$ cat src/design/cbc_pkg.sv
`default_nettype none

package cbc_pkg;

  // rom bank register width before parameter clipping
  localparam int unsigned RomBankBitsDef = 7;
  localparam int unsigned BankMaxW       = 7;
  localparam int unsigned RomAddrW       = 21;
  localparam int unsigned AddrW          = 16;
  localparam int unsigned DataW          = 8;

  // apb register map
  localparam int unsigned PaddrW  = 3;
  localparam int unsigned PdataW  = 32;
  localparam logic        RegCartKind = 1'b0;  // paddr[2] of the cart_kind register

  // cartridge kinds
  typedef enum logic [2:0] {
    KindRom     = 3'd0,
    KindMbc1    = 3'd1,
    KindMbc1Ram = 3'd2,
    KindMbc2    = 3'd3,
    KindMbc2Bat = 3'd4,
    KindMbc3    = 3'd5,
    KindMbc3Ram = 3'd6,
    KindNone    = 3'd7
  } cart_kind_e;

  // banking modes
  typedef enum logic [1:0] {
    ModeRom   = 2'd0,
    ModeRam   = 2'd1,
    ModeClock = 2'd2
  } bank_mode_e;

  // bus access types
  localparam logic ReqRead  = 1'b0;
  localparam logic ReqWrite = 1'b1;

  // address regions by address[15:13]
  localparam logic [2:0] RgnRamEn  = 3'd0;  // 0x0000-0x1fff
  localparam logic [2:0] RgnBankLo = 3'd1;  // 0x2000-0x3fff
  localparam logic [2:0] RgnBankHi = 3'd2;  // 0x4000-0x5fff
  localparam logic [2:0] RgnMode   = 3'd3;  // 0x6000-0x7fff
  localparam logic [2:0] RgnExtRam = 3'd5;  // 0xa000-0xbfff

  localparam logic [3:0] RamEnKey   = 4'hA;
  localparam logic [6:0] Mbc2RamTop = 7'h50;  // address[15:9] of 0xa000-0xa1ff
  localparam logic [7:0] Mbc3ModeRamMax   = 8'h07;
  localparam logic [7:0] Mbc3ModeClockMax = 8'h0C;

  // one bus access
  typedef struct packed {
    logic             req_type;
    logic [AddrW-1:0] address;
    logic [DataW-1:0] write_data;
  } cbc_req_t;

  // one result word
  typedef struct packed {
    logic                write_through;
    logic                access_fault;
    logic [RomAddrW-1:0] rom_address;
    logic [BankMaxW-1:0] rom_bank_now;
    logic                ram_enabled_now;
    bank_mode_e          bank_mode_now;
  } cbc_rsp_t;

endpackage

`default_nettype wire

$ cat src/design/cartridge_bank_controller_core.sv
// a result word is registered and presented in the cycle after its bus access is accepted
// throughput: one access per cycle while out_ready_i is high; the single output register refills as it drains
// the bank decode and state update are one level of logic in front of that register
// reset (rst_ni low, asynchronous): rom bank 1, ram disabled, rom banking mode,
// cart kind plain rom, output register empty
`default_nettype none

module cartridge_bank_controller_core
  import cbc_pkg::*;
#(
  parameter int unsigned ROM_BANK_BITS = RomBankBitsDef
) (
  input  wire logic                clk_i,
  input  wire logic                rst_ni,
  // access channel
  input  wire logic                in_valid_i,
  output logic                     in_ready_o,
  input  wire logic                req_type_i,
  input  wire logic [AddrW-1:0]    address_i,
  input  wire logic [DataW-1:0]    write_data_i,
  // result channel
  output logic                     out_valid_o,
  input  wire logic                out_ready_i,
  output logic                     write_through_o,
  output logic                     access_fault_o,
  output logic [RomAddrW-1:0]      rom_address_o,
  output logic [BankMaxW-1:0]      rom_bank_now_o,
  output logic                     ram_enabled_now_o,
  output logic [1:0]               bank_mode_now_o,
  // configuration port
  input  wire logic                psel,
  input  wire logic                penable,
  input  wire logic                pwrite,
  input  wire logic [PaddrW-1:0]   paddr,
  input  wire logic [PdataW-1:0]   pwdata,
  output logic [PdataW-1:0]        prdata,
  output logic                     pready
);

  cart_kind_e cart_kind;
  cbc_req_t   req;
  cbc_rsp_t   rsp, rsp_q;
  logic       out_valid_q;
  logic       accept;

  assign in_ready_o = !out_valid_q || out_ready_i;
  assign accept     = in_valid_i && in_ready_o;

  assign req.req_type   = req_type_i;
  assign req.address    = address_i;
  assign req.write_data = write_data_i;

  cbc_apb_regs u_regs (
    .clk_i       (clk_i),
    .rst_ni      (rst_ni),
    .psel        (psel),
    .penable     (penable),
    .pwrite      (pwrite),
    .paddr       (paddr),
    .pwdata      (pwdata),
    .prdata      (prdata),
    .pready      (pready),
    .cart_kind_o (cart_kind)
  );

  cbc_mapper #(
    .ROM_BANK_BITS (ROM_BANK_BITS)
  ) u_mapper (
    .clk_i       (clk_i),
    .rst_ni      (rst_ni),
    .accept_i    (accept),
    .req_i       (req),
    .cart_kind_i (cart_kind),
    .rsp_o       (rsp)
  );

  // output valid
  always_ff @(posedge clk_i or negedge rst_ni) begin
    if (!rst_ni) begin
      out_valid_q <= 1'b0;
    end else if (accept) begin
      out_valid_q <= 1'b1;
    end else if (out_ready_i) begin
      out_valid_q <= 1'b0;
    end
  end

  // output word
  always_ff @(posedge clk_i) begin
    if (accept) begin
      rsp_q <= rsp;
    end
  end

  assign out_valid_o       = out_valid_q;
  assign write_through_o   = rsp_q.write_through;
  assign access_fault_o    = rsp_q.access_fault;
  assign rom_address_o     = rsp_q.rom_address;
  assign rom_bank_now_o    = rsp_q.rom_bank_now;
  assign ram_enabled_now_o = rsp_q.ram_enabled_now;
  assign bank_mode_now_o   = rsp_q.bank_mode_now;

  a_valid_from_accept: assert property (@(posedge clk_i) disable iff (!rst_ni)
    $rose(out_valid_q) |-> $past(accept))
    else $error("result word appeared without an accepted access");

endmodule

`default_nettype wire

$ cat src/design/cbc_apb_regs.sv
`default_nettype none

module cbc_apb_regs
  import cbc_pkg::*;
(
  input  wire logic              clk_i,
  input  wire logic              rst_ni,
  input  wire logic              psel,
  input  wire logic              penable,
  input  wire logic              pwrite,
  input  wire logic [PaddrW-1:0] paddr,
  input  wire logic [PdataW-1:0] pwdata,
  output logic      [PdataW-1:0] prdata,
  output logic                   pready,
  output cart_kind_e             cart_kind_o
);

  cart_kind_e kind_q;
  logic       wr_en;

  assign pready = 1'b1;
  assign wr_en  = psel && penable && pwrite && pready && (paddr[2] == RegCartKind);

  // cart kind register
  always_ff @(posedge clk_i or negedge rst_ni) begin
    if (!rst_ni) begin
      kind_q <= KindRom;
    end else if (wr_en) begin
      kind_q <= cart_kind_e'(pwdata[2:0]);
    end
  end

  // read back
  always_comb begin
    prdata = '0;
    if (paddr[2] == RegCartKind) begin
      prdata = {{(PdataW-3){1'b0}}, kind_q};
    end
  end

  assign cart_kind_o = kind_q;

  a_kind_only_on_write: assert property (@(posedge clk_i) disable iff (!rst_ni)
    !$stable(kind_q) |-> $past(psel && penable && pwrite))
    else $error("cart kind changed without a register write");

endmodule

`default_nettype wire

$ cat src/design/cbc_mapper.sv
`default_nettype none

module cbc_mapper
  import cbc_pkg::*;
#(
  parameter int unsigned ROM_BANK_BITS = RomBankBitsDef
) (
  input  wire logic       clk_i,
  input  wire logic       rst_ni,
  input  wire logic       accept_i,
  input  wire cbc_req_t   req_i,
  input  wire cart_kind_e cart_kind_i,
  output cbc_rsp_t        rsp_o
);

  localparam int unsigned BankW = (ROM_BANK_BITS < BankMaxW) ? ROM_BANK_BITS : BankMaxW;

  logic [BankW-1:0]    bank_q, bank_d;
  logic                ram_en_q, ram_en_d;
  bank_mode_e          mode_q, mode_d;
  logic [BankMaxW-1:0] bank7, bank7_d, bank_set;
  logic                bank_wr;
  logic                thru, fault;
  logic [RomAddrW-1:0] raddr;
  logic [2:0]          rgn;
  logic [AddrW-1:0]    a;
  logic [DataW-1:0]    d;
  logic                ram_key;

  assign a       = req_i.address;
  assign d       = req_i.write_data;
  assign rgn     = a[15:13];
  assign bank7   = BankMaxW'(bank_q);
  assign ram_key = (d[3:0] == RamEnKey);

  // write decode and next state
  always_comb begin
    thru     = 1'b0;
    ram_en_d = ram_en_q;
    mode_d   = mode_q;
    bank_wr  = 1'b0;
    bank_set = bank7;
    if (req_i.req_type == ReqWrite) begin
      case (cart_kind_i)
        KindRom: begin
          thru = 1'b1;
        end
        KindMbc1, KindMbc1Ram: begin
          case (rgn)
            RgnRamEn: begin
              if (cart_kind_i == KindMbc1Ram) ram_en_d = ram_key;
            end
            RgnBankLo: begin
              bank_wr  = 1'b1;
              bank_set = {bank7[6:5], (d[4:0] == 5'd0) ? 5'd1 : d[4:0]};
            end
            RgnBankHi: begin
              if (mode_q == ModeRom) begin
                bank_wr  = 1'b1;
                bank_set = {d[1:0], bank7[4:0]};
              end
            end
            RgnMode: begin
              mode_d = d[0] ? ModeRam : ModeRom;
            end
            default: begin
              thru = 1'b1;
            end
          endcase
        end
        KindMbc2, KindMbc2Bat: begin
          if (a[15:14] == 2'd0) begin
            if (!a[8]) begin
              ram_en_d = ram_key;
            end else begin
              bank_wr  = 1'b1;
              bank_set = {3'd0, (d[3:0] == 4'd0) ? 4'd1 : d[3:0]};
            end
          end else begin
            thru = 1'b1;
          end
        end
        KindMbc3, KindMbc3Ram: begin
          case (rgn)
            RgnRamEn: begin
              if (cart_kind_i == KindMbc3Ram) ram_en_d = ram_key;
            end
            RgnBankLo: begin
              bank_wr  = 1'b1;
              bank_set = (d[6:0] == 7'd0) ? 7'd1 : d[6:0];
            end
            RgnBankHi: begin
              if (d <= Mbc3ModeRamMax) mode_d = ModeRam;
              else if (d <= Mbc3ModeClockMax) mode_d = ModeClock;
            end
            RgnMode, RgnExtRam: begin
              thru = 1'b0;
            end
            default: begin
              thru = 1'b1;
            end
          endcase
        end
        default: begin
          thru = 1'b0;
        end
      endcase
    end
  end

  assign bank_d  = bank_wr ? BankW'(bank_set) : bank_q;
  assign bank7_d = BankMaxW'(bank_d);

  // read side: fault and physical address from the current bank
  always_comb begin
    fault = 1'b0;
    raddr = '0;
    if (req_i.req_type == ReqRead) begin
      if ((cart_kind_i inside {KindMbc1, KindMbc3}) && (rgn == RgnExtRam)) fault = 1'b1;
      if ((cart_kind_i == KindMbc2) && (a[15:9] == Mbc2RamTop)) fault = 1'b1;
      case (a[15:14])
        2'd0:    raddr = RomAddrW'(a);
        2'd1:    raddr = {bank7, a[13:0]};
        default: raddr = '0;
      endcase
    end
  end

  // bank state
  always_ff @(posedge clk_i or negedge rst_ni) begin
    if (!rst_ni) begin
      bank_q   <= BankW'(1);
      ram_en_q <= 1'b0;
      mode_q   <= ModeRom;
    end else if (accept_i) begin
      bank_q   <= bank_d;
      ram_en_q <= ram_en_d;
      mode_q   <= mode_d;
    end
  end

  always_comb begin
    rsp_o.write_through   = thru;
    rsp_o.access_fault    = fault;
    rsp_o.rom_address     = raddr;
    rsp_o.rom_bank_now    = bank7_d;
    rsp_o.ram_enabled_now = ram_en_d;
    rsp_o.bank_mode_now   = mode_d;
  end

  a_read_keeps_state: assert property (@(posedge clk_i) disable iff (!rst_ni)
    accept_i && (req_i.req_type == ReqRead) |=>
      $stable(bank_q) && $stable(ram_en_q) && $stable(mode_q))
    else $error("read access changed bank state");

  a_thru_keeps_state: assert property (@(posedge clk_i) disable iff (!rst_ni)
    accept_i && thru |=> $stable(bank_q) && $stable(ram_en_q) && $stable(mode_q))
    else $error("passed-through write changed bank state");

  a_ram_en_kind: assert property (@(posedge clk_i) disable iff (!rst_ni)
    $rose(ram_en_q) |-> ($past(cart_kind_i) == KindMbc1Ram) ||
      ($past(cart_kind_i) == KindMbc2) || ($past(cart_kind_i) == KindMbc2Bat) ||
      ($past(cart_kind_i) == KindMbc3Ram))
    else $error("ram enabled on a kind without ram enable register");

endmodule

`default_nettype wire
$ cat config.mk
export PLATFORM = sky130hd
export DESIGN_NAME = cartridge_bank_controller_core
export DESIGN_NICKNAME = d
export VERILOG_FILES = /design/src/design/cbc_pkg.sv /design/src/design/cartridge_bank_controller_core.sv /design/src/design/cbc_apb_regs.sv /design/src/design/cbc_mapper.sv
export SDC_FILE = /design/constraint.sdc
export NUM_CORES = 1
export LEC_CHECK = 0
export BUFFER_PORTS_ARGS = -buffer_cell sky130_fd_sc_hd__buf_2
export CORE_MARGIN = 4
export CORE_UTILIZATION = 48
export CTS_BUF_LIST = sky130_fd_sc_hd__clkbuf_16
export DETAILED_ROUTE_END_ITERATION = 7
export GPL_ROUTABILITY_DRIVEN = 0
export PLACE_DENSITY = 0.82
export REMOVE_ABC_BUFFERS = 1
export SETUP_SLACK_MARGIN = 0.15
export SLEW_MARGIN = 20
export SYNTH_ARGS = -nofsm -noshare
export SYNTH_HDL_FRONTEND = slang
export SYNTH_SLANG_ARGS = --single-unit
$ cat constraint.sdc
create_clock -name clk_i -period 3.2 [get_ports clk_i]
set_input_delay 0.32 -clock clk_i [delete_from_list [all_inputs] [get_ports clk_i]]
set_output_delay 0.32 -clock clk_i [all_outputs]
set_load 0.05 [all_outputs]
# Word level (Yosys, flattened, before mapping)
# Index checks and enable logic that the tools add are counted.
# W data, S select, Z words.
# classes
n_bitwise	1
mux	43
n_eq_ne	13
order_cmp	2
n_reduce_logical	22
# ops
op	count
$mux W7	7
$pmux W21 S2	1
$pmux W7 S3	1
$mux W1	20
$pmux W7 S2	1
$eq A3 B2 Y1 const B	4
$eq A3 B3 Y1 const B	4
$mux W2	5
$le A8 B3 Y1 const B	1
$le A8 B4 Y1 const B	1
$eq A7 B7 Y1 const B	1
$logic_not A7 Y1	1
$eq A3 B1 Y1 const B	2
$logic_and A1 B1 Y1	6
$logic_not A3 Y1	2
$pmux W1 S3	2
$reduce_or A2 Y1	3
$logic_not A5 Y1	1
$mux W5	1
$reduce_or A5 Y1	1
$eq A4 B4 Y1 const B	1
$logic_not A2 Y1	2
$logic_not A4 Y1	1
$mux W4	1
other kinds (10)	11
# word_totals
reg_bits	47
elab_cells	92

# Depth between registers and ports, before layout
# Gate-level depths: netlist of run 1.
# depth
ltp_word	7
mapped_depth	6
mapped_depth_nobuf	5

# By module
# From an unflattened synthesis of run 1, not the netlist that was laid out.
# unflattened
hier_cells	220
hier_area_um2	2588.7
# modules_own_cells
module	seq_area_each_um2	instances	cells_each	area_each_um2
cbc_mapper	251.5	1	141	1141.1
cartridge_bank_controller_core	1016.0	1	37	1044.8
cbc_apb_regs	75.1	1	42	402.9

# Least setup slack after synthesis of run 1
# No wires, ideal clock.
# synth_timing
path_type	register to register
start	register out_valid_q, in the netlist out_valid_o
end	register u_mapper.ram_en_q
stages_incl_launch_ff	5
setup_ps	125
synth_period_minus_slack_ps	2510
setup_slack_ps	690
required_ps	3075
t_arrival_ps	2385
path_buffers	0
cell_sequence	dfrtp_1 nand2b_1 nand2_1 inv_1 mux2_2
# synth_between
elab_chain_cells	3
# synth_rtl
item	line	source
from (decl)	cartridge_bank_controller_core.sv:43	logic out_valid_q;
from (signal assigned)	cartridge_bank_controller_core.sv:80	out_valid_q <= 1'b0;
from (signal assigned)	cartridge_bank_controller_core.sv:82	out_valid_q <= 1'b1;
from (signal assigned)	cartridge_bank_controller_core.sv:84	out_valid_q <= 1'b0;
$logic_not A1 Y1	cartridge_bank_controller_core.sv:46	assign in_ready_o = !out_valid_q || out_ready_i;
$logic_or A1 B1 Y1	cartridge_bank_controller_core.sv:46	
named net in_ready_o	cartridge_bank_controller_core.sv:17	output logic in_ready_o,
$logic_and A1 B1 Y1	cartridge_bank_controller_core.sv:47	assign accept = in_valid_i && in_ready_o;
named net accept	cartridge_bank_controller_core.sv:44	logic accept;
to (signal assigned)	cbc_mapper.sv:137	ram_en_q <= ram_en_d;
to (decl)	cbc_mapper.sv:19	logic ram_en_q, ram_en_d;
# The timed path passes the listed nets, and every way through them passes these cells.
# A chain may end at the register's enable or synchronous reset.

==> out/summary.txt, run 1 <==
Worst-path clk slew: 0.06 ns
Reg-to-reg setup timing slack: 1.0 ns
Synth unique cells: 51
Worst-case reg-to-reg path depth: 5
TNS Setup: 0 ns
Area Overhead vs Synth: 20.0%
DP Worst Slack: 0.856 ns
Setup WS post-layout: 0.998 ns
Most frequent cell after synthesis: edfxtp_1
CP bufs+invs: 0
CP top delay family: compound AO/OA/AOI/OAI gates
Critical path depth: 5
Final setup viols: 0
Crit Reg-Reg Endpoint: rom_bank_now_o[6]
Starting Density: 0.493
Post-route ant nets: 0
I/O pin count: 135
Via density per instance: 5.16
Most used flip-flop cell after synthesis: edfxtp_1
Port buffer count: 73
Worst Skew: 0.00454 ns
Fillers: 444
Type of the worst setup path: reg2reg
CTS sink cnt: 47
Final period utilization: 0.688
Register area: 1340 µm²
Global Route Usage Sum: 0.163
DRC errors left: 0
Starting DRT DRC Count: 142
Mean Syn Cell Area: 11.2 µm²
Status: finished clean
Worst r2r src: u_mapper.mode_q[1]
Yosys warning count: 0
Die Footprint: 6470 µm²
Syn Inst Count: 225
Req. time, crit path: 3.24 ns
Largest net degree at the start of global routing: 22
HPWL Detailed: 4.05 mm
Asr flop ratio synth: 0.298
First-pass GRT wire length: 8.18 mm
Root buffer cell: clkbuf_16
Initial antenna violation count: 0
Cell Area, Synth: 2520 µm²
Vias in the first global route: 1837
TritonCTS buffer count: 5
Largest fanout on the critical path: 5
Pwr dens: 672 nW/µm²
Setup crit start kind: flip-flop
CP endpoint: rom_bank_now_o[6]
Yosys top cell by area: edfxtp_1
Max-slew headroom: 0.370
Unrepaired setup endpoints after global routing: no
Arr. time, crit path: 2.24 ns
CP peak stage delay: 0.50 ns
CTS H-tree lvls: 2
Crit-path cells: or4_1 > a2111o_1 > a21oi_4 > nand2_1 > a22o_1
Maxcap violations: 0
Clk Latency, worst-skew pair: 0.28 ns
Die H: 80.4 µm
Core box area: 5110 µm²
Maximum clock rate: 0.454 GHz
Hold Path Class: in2reg
Worst-Margin Slew: 0.942 ns
Pre-Repair DR Iteration Count: 4
Area occupied by multi-input gates: 998 µm²
Placement Rows: 26
Max Buffers Root-to-Sink: 2
GR Overflow Total: 0
Post-synth EDFFs: 33
CP startpoint: u_mapper.mode_q[1]
CTS tree: built
Routed wire length: 5.35 mm
# nets final: 365
Top post-synthesis cells by area: edfxtp_1, dfrtp_1, buf_4, mux2_2, and2_1
Post-synthesis sequential area ratio: 0.533
Vias: 1905
Synth cell count leaders: edfxtp_1, buf_4, nor2_1
Period minus WS final: 2.20 ns
Share of cells above drive strength 1: 0.328
Worst VDD drop: 0.257 mV
Post-synth top area share: 0.394
Max-slew violations: 0
Synthesized flop and latch total: 47
LEAKAGE: 0.00136 µW
Inserted Diodes: 0
Fin. Hold Viols: 0
WL/cell: 14.5 µm
Crit-path slowest cell: a2111o_1
Die X: 80.4 µm
Crit end category: flip-flop
## per-layer routing
metal | vias up | track usage | wire length, µm
li1 | 905 | - | -
met1 | 884 | 0.196 | 2130
met2 | 107 | 0.289 | 2560
met3 | 9 | 0.0415 | 583
met4 | 0 | 0.0456 | 74
met5 | - | 0 | 0
## layout make-up
| type | instances | share of cell area |
|---|---|---|
| clock buffer | 5 | 0.0414 |
| inverter | 6 | 0.00746 |
| multi-input combinational | 161 | 0.331 |
| timing repair buffer | 77 | 0.132 |
| clock inverter | 3 | 0.0153 |
| tap | 70 | 0.0290 |
| sequential | 47 | 0.444 |
## sequential cells by signal, indices dropped and copies added, names as in the netlist
name	cells
rom_bank_now_o	7
ram_enabled_now_o	1
u_mapper.bank7	7
u_mapper.mode_q	2
out_valid_o	1
access_fault_o	1
write_through_o	1
rom_address_o	21
bank_mode_now_o	2
u_regs.cart_kind_o	3
u_mapper.ram_en_q	1
## cells in the final DEF, fill, tap and decap left out, types with 2 or more instances in the layout
cell | Yosys | layout
conb_1 | 2 | 30
dfrtp_1 | 13 | 13
clkbuf_16 | 0 | 5
nor3b_1 | 3 | 3
a41oi_1 | 2 | 2
edfxtp_1 | 33 | 33
nor2b_1 | 6 | 6
or4_1 | 2 | 2
inv_1 | 6 | 6
nand2b_1 | 3 | 3
and3_1 | 9 | 9
nor3_1 | 3 | 3
mux2_2 | 10 | 10
a22oi_1 | 2 | 2
nand2_1 | 8 | 8
nor2_1 | 15 | 15
o32ai_1 | 2 | 2
and4b_1 | 2 | 2
o31ai_1 | 2 | 2
a22o_1 | 5 | 5
a21oi_1 | 5 | 5
nand3b_1 | 2 | 2
buf_4 | 30 | 3
nand3_1 | 4 | 4
and2_1 | 14 | 14
buf_2 | 0 | 73
o21ai_0 | 8 | 8
## through the flow
step | cell area (µm²) | utilization | hold slack [ns] | power (µW) | cells
global placement | 2840 | 0.556 | 0.241 | 1430 | 360
finish | 3020 | 0.591 | 0.253 | 2030 | 369
global route | 3020 | 0.591 | 0.260 | 2130 | 369
floorplan | 2360 | - | 0.0244 | 1300 | 214
detailed placement | 2840 | 0.556 | 0.250 | 1450 | 360
CTS | 3020 | 0.591 | 0.252 | 2040 | 369
## what timing repair did
item,CTS,global route
resized for setup,0,0
endpoints found under the hold margin,13,0
setup endpoints to repair,0,0
setup buffers,0,0
hold buffers,1,0
## worst min path at each step
stage,start,to,cells after the start
2_1_floorplan,rst_ni,out_valid_o,0
3_3_place_gp,rst_ni,out_valid_o,1
3_5_place_dp,rst_ni,out_valid_o,1
4_1_cts,in_valid_i,out_valid_o,2
5_1_grt,in_valid_i,out_valid_o,2
6_report,in_valid_i,out_valid_o,2
## power breakdown
part | leakage (µW) | internal (µW) | switching [µW]
logic | 0.000781 | 184 | 422
clock network | 0.0000804 | 371 | 219
registers | 0.000497 | 767 | 68.5
total | 0.00136 | 1320 | 709
## cell families after synthesis
| kind of cell | share of synthesized area |
|---|---|
| and+or+nand+nor | 0.178 |
| DFF | 0.533 |
| buffers and inverters | 0.112 |
| AOI/OAI and AO/OA | 0.118 |
| muxes | 0.0487 |
| xor gates and xnor gates | 0.00696 |
| other | 0.00298 |
No activity file was read; power rests on OpenSTA's default activity.
==> run 2: changes to the inputs <==
--- a/config.mk
+++ b/config.mk
@@ -5,13 +5,14 @@
 export SDC_FILE = /design/constraint.sdc
 export NUM_CORES = 1
 export LEC_CHECK = 0
+export ABC_AREA = 1
 export BUFFER_PORTS_ARGS = -buffer_cell sky130_fd_sc_hd__buf_2
 export CORE_MARGIN = 4
-export CORE_UTILIZATION = 48
+export CORE_UTILIZATION = 47
 export CTS_BUF_LIST = sky130_fd_sc_hd__clkbuf_16
 export DETAILED_ROUTE_END_ITERATION = 7
 export GPL_ROUTABILITY_DRIVEN = 0
-export PLACE_DENSITY = 0.82
+export PLACE_DENSITY = 0.78
 export REMOVE_ABC_BUFFERS = 1
 export SETUP_SLACK_MARGIN = 0.15
 export SLEW_MARGIN = 20
==> constraint.sdc (replaced) <==
create_clock -name clk_i -period 2.25 [get_ports clk_i]
set_input_delay 0.225 -clock clk_i [delete_from_list [all_inputs] [get_ports clk_i]]
set_output_delay 0.225 -clock clk_i [all_outputs]
set_load 0.05 [all_outputs]
==> run 2 against run 1 <==
Net effect: final cell count increased by 40%; clock-buffer cell count unchanged; combinational power increased by 79%; routed wire length increased by 22%; core utilization decreased by 1.3 points; clock power increased by 58%; design area increased by 13%; die area increased by 15%; critical path type unchanged; critical endpoint is now rom_bank_now_o[3].
==> out/summary.txt, run 2 <==
Status: finished clean
Post-synth top area share: 0.345
Arr. time, crit path: 1.87 ns
DRC errors left: 0
Pwr dens: 928 nW/µm²
Post-route insts no fill: 517
Unrepaired setup endpoints after global routing: no
Vias in the first global route: 2288
CP peak stage delay: 0.48 ns
Top post-synthesis cells by area: edfxtp_1, nand2_1, dfrtp_1, buf_4, nor2_1
Crit end category: flip-flop
Inserted Diodes: 0
Most used flip-flop cell after synthesis: edfxtp_1
Setup repair bufs after CTS: 0
Starting DRT DRC Count: 153
Largest fanout on the critical path: 8
Vias: 2502
Req. time, crit path: 2.29 ns
WL/cell: 12.6 µm
Asr flop ratio synth: 0.298
Initial antenna violation count: 0
Placement Rows: 28
Comb power frac: 0.340
Post-synth EDFFs: 33
Post-synthesis sequential area ratio: 0.467
Crit-path slowest cell: dfrtp_1
TritonCTS buffer count: 5
Cell area after placement: 3230 µm²
First-pass GRT wire length: 10.4 mm
Fin. Hold Viols: 0
Via density per instance: 4.84
Final core occ: 0.579
Setup WS post-layout: 0.416 ns
Type of the worst setup path: reg2reg
Setup crit start kind: flip-flop
Max-slew violations: 0
CTS sink cnt: 47
Top cell by count, worst path: nand2_1
Worst VDD drop: 0.359 mV
Most frequent cell after synthesis: nand2_1
Post-cts repair resize count: 0
Inst Count DP: 508
Syn Inst Count: 364
Yosys warning count: 0
Largest net degree at the start of global routing: 43
Port buffer count: 73
CP bufs+invs: 2
Commonest non-fill, non-tap cell in the layout: nand2_1
Crit-path cells: inv_2 > nand2_4 > nand2_1 > inv_2 > nand2_1 > nand2_2 > o21ai_4 > nand2_1 > and2_1
Period minus WS final: 1.83 ns
Die H: 86.2 µm
GR Overflow Total: 0
TNS Setup: 0 ns
CTS tree: built
CP top delay family: simple AND/OR/NAND/NOR gates
Global Route Usage Sum: 0.178
Cell Area, Synth: 2870 µm²
Final setup viols: 0
LEAKAGE: 0.00181 µW
# nets final: 508
Root buffer cell: clkbuf_16
Die Footprint: 7430 µm²
Die X: 86.2 µm
Worst Skew: 0.00488 ns
Final period utilization: 0.815
Yosys top cell by area: edfxtp_1
Starting Density: 0.485
Max reg flops: 21
Maxcap violations: 0
Clock network power share: 0.293
Max Buffers Root-to-Sink: 2
Sw Pwr: 1180 µW
Final Instance Area: 3430 µm²
Synth cell count leaders: nand2_1, nor2_1, edfxtp_1
Cell internal pwr: 2000 µW
Area Overhead vs Synth: 19.2%
Share of cells above drive strength 1: 0.251
Maximum clock rate: 0.545 GHz
I/O pin count: 135
Mean Syn Cell Area: 7.90 µm²
Sequential share of power: 0.367
Routed wire length: 6.52 mm
Pre-Repair DR Iteration Count: 5
Sw Share: 0.371
Synth unique cells: 28
Post-route ant nets: 0
CTS H-tree lvls: 2
DP Worst Slack: 0.460 ns
HPWL Detailed: 4.72 mm
Worst-path clk slew: 0.06 ns
Hold Path Class: in2reg
Synthesized flop and latch total: 47
Most frequent cells in the layout: nand2_1, buf_2, nor2_1
Core box area: 5920 µm²
Clk Latency, worst-skew pair: 0.29 ns
run 2: cell types whose count changed after synthesis, moves of 7 or more:
cell     change
nand2_2      +7
mux2_2      -10
nand2_1    +100
inv_1       +24
nand3_1     +27
inv_2        +8
nor2_1      +40
and3_1       -9
and2_1       -8
run 2: cell type report:
class,instances,area (µm²)
Clock buffer,5,125
Clock inverter,3,63.8
Fill cell,532,2490
Inverter,38,143
Multi-Input combinational cell,272,1250
Sequential cell,47,1340
Tap cell,75,93.8
Timing Repair Buffer,77,410
run 2: worst paths after layout:
kind,start,endpoint,slack [ns],cells after the start
setup reg to reg,u_regs.cart_kind_o[0],rom_bank_now_o[3],0.42,9
min in group asynchronous,rst_ni,u_mapper.bank7[2],0.39,2
hold / removal,pwdata[1],u_regs.cart_kind_o[1],0.19,3
max in group asynchronous,rst_ni,u_mapper.bank7[0],1.56,2
setup / recovery,u_regs.cart_kind_o[0],rom_bank_now_o[3],0.42,9
hold reg to reg,u_mapper.bank7[1],u_mapper.bank7[1],0.48,2
run 2: power by group through the flow:
stage | clock, µW | sequential [µW] | combinational (µW)
after floorplan | 0 | 1390 | 630
after global placement | 0 | 1180 | 1050
after detailed placement | 0 | 1180 | 1070
after CTS | 950 | 1170 | 1080
after global routing | 980 | 1180 | 1190
final | 931 | 1170 | 1080
run 2: timing repair:
action	4_1_cts	5_1_grt
hold endpoints to repair	13	0
setup endpoints to repair	0	0
hold buffers	1	0
run 2: metrics by stage:
step	power (µW)	hold slack, ns
2_1_floorplan	2020	-0.0706
6_report	3180	0.188
3_3_place_gp	2230	0.154
5_1_grt	3350	0.204
3_5_place_dp	2250	0.162
4_1_cts	3200	0.188
run 2: cell families after synthesis:
group	share of synthesized area
AO/OA/AOI/OAI	0.0401
buffers and inverters	0.135
flip-flops	0.467
other	0.00261
AND/OR/NAND/NOR	0.355
run 2: layer usage:
metal,vias to the layer above,track usage,routed length [µm]
li1,1252,-,-
met1,1118,0.222,2620
met2,124,0.301,3120
met3,8,0.0390,687
met4,0,0.0680,94
met5,-,0,0
run 2: worst reg2reg max path: stages, from the launching register on:
cell and delay [ns]:
dfrtp_1 0.48, inv_2 0.15, nand2_4 0.08, nand2_1 0.12
inv_2 0.05, nand2_1 0.08, nand2_2 0.10, o21ai_4 0.26
nand2_1 0.11, and2_1 0.17
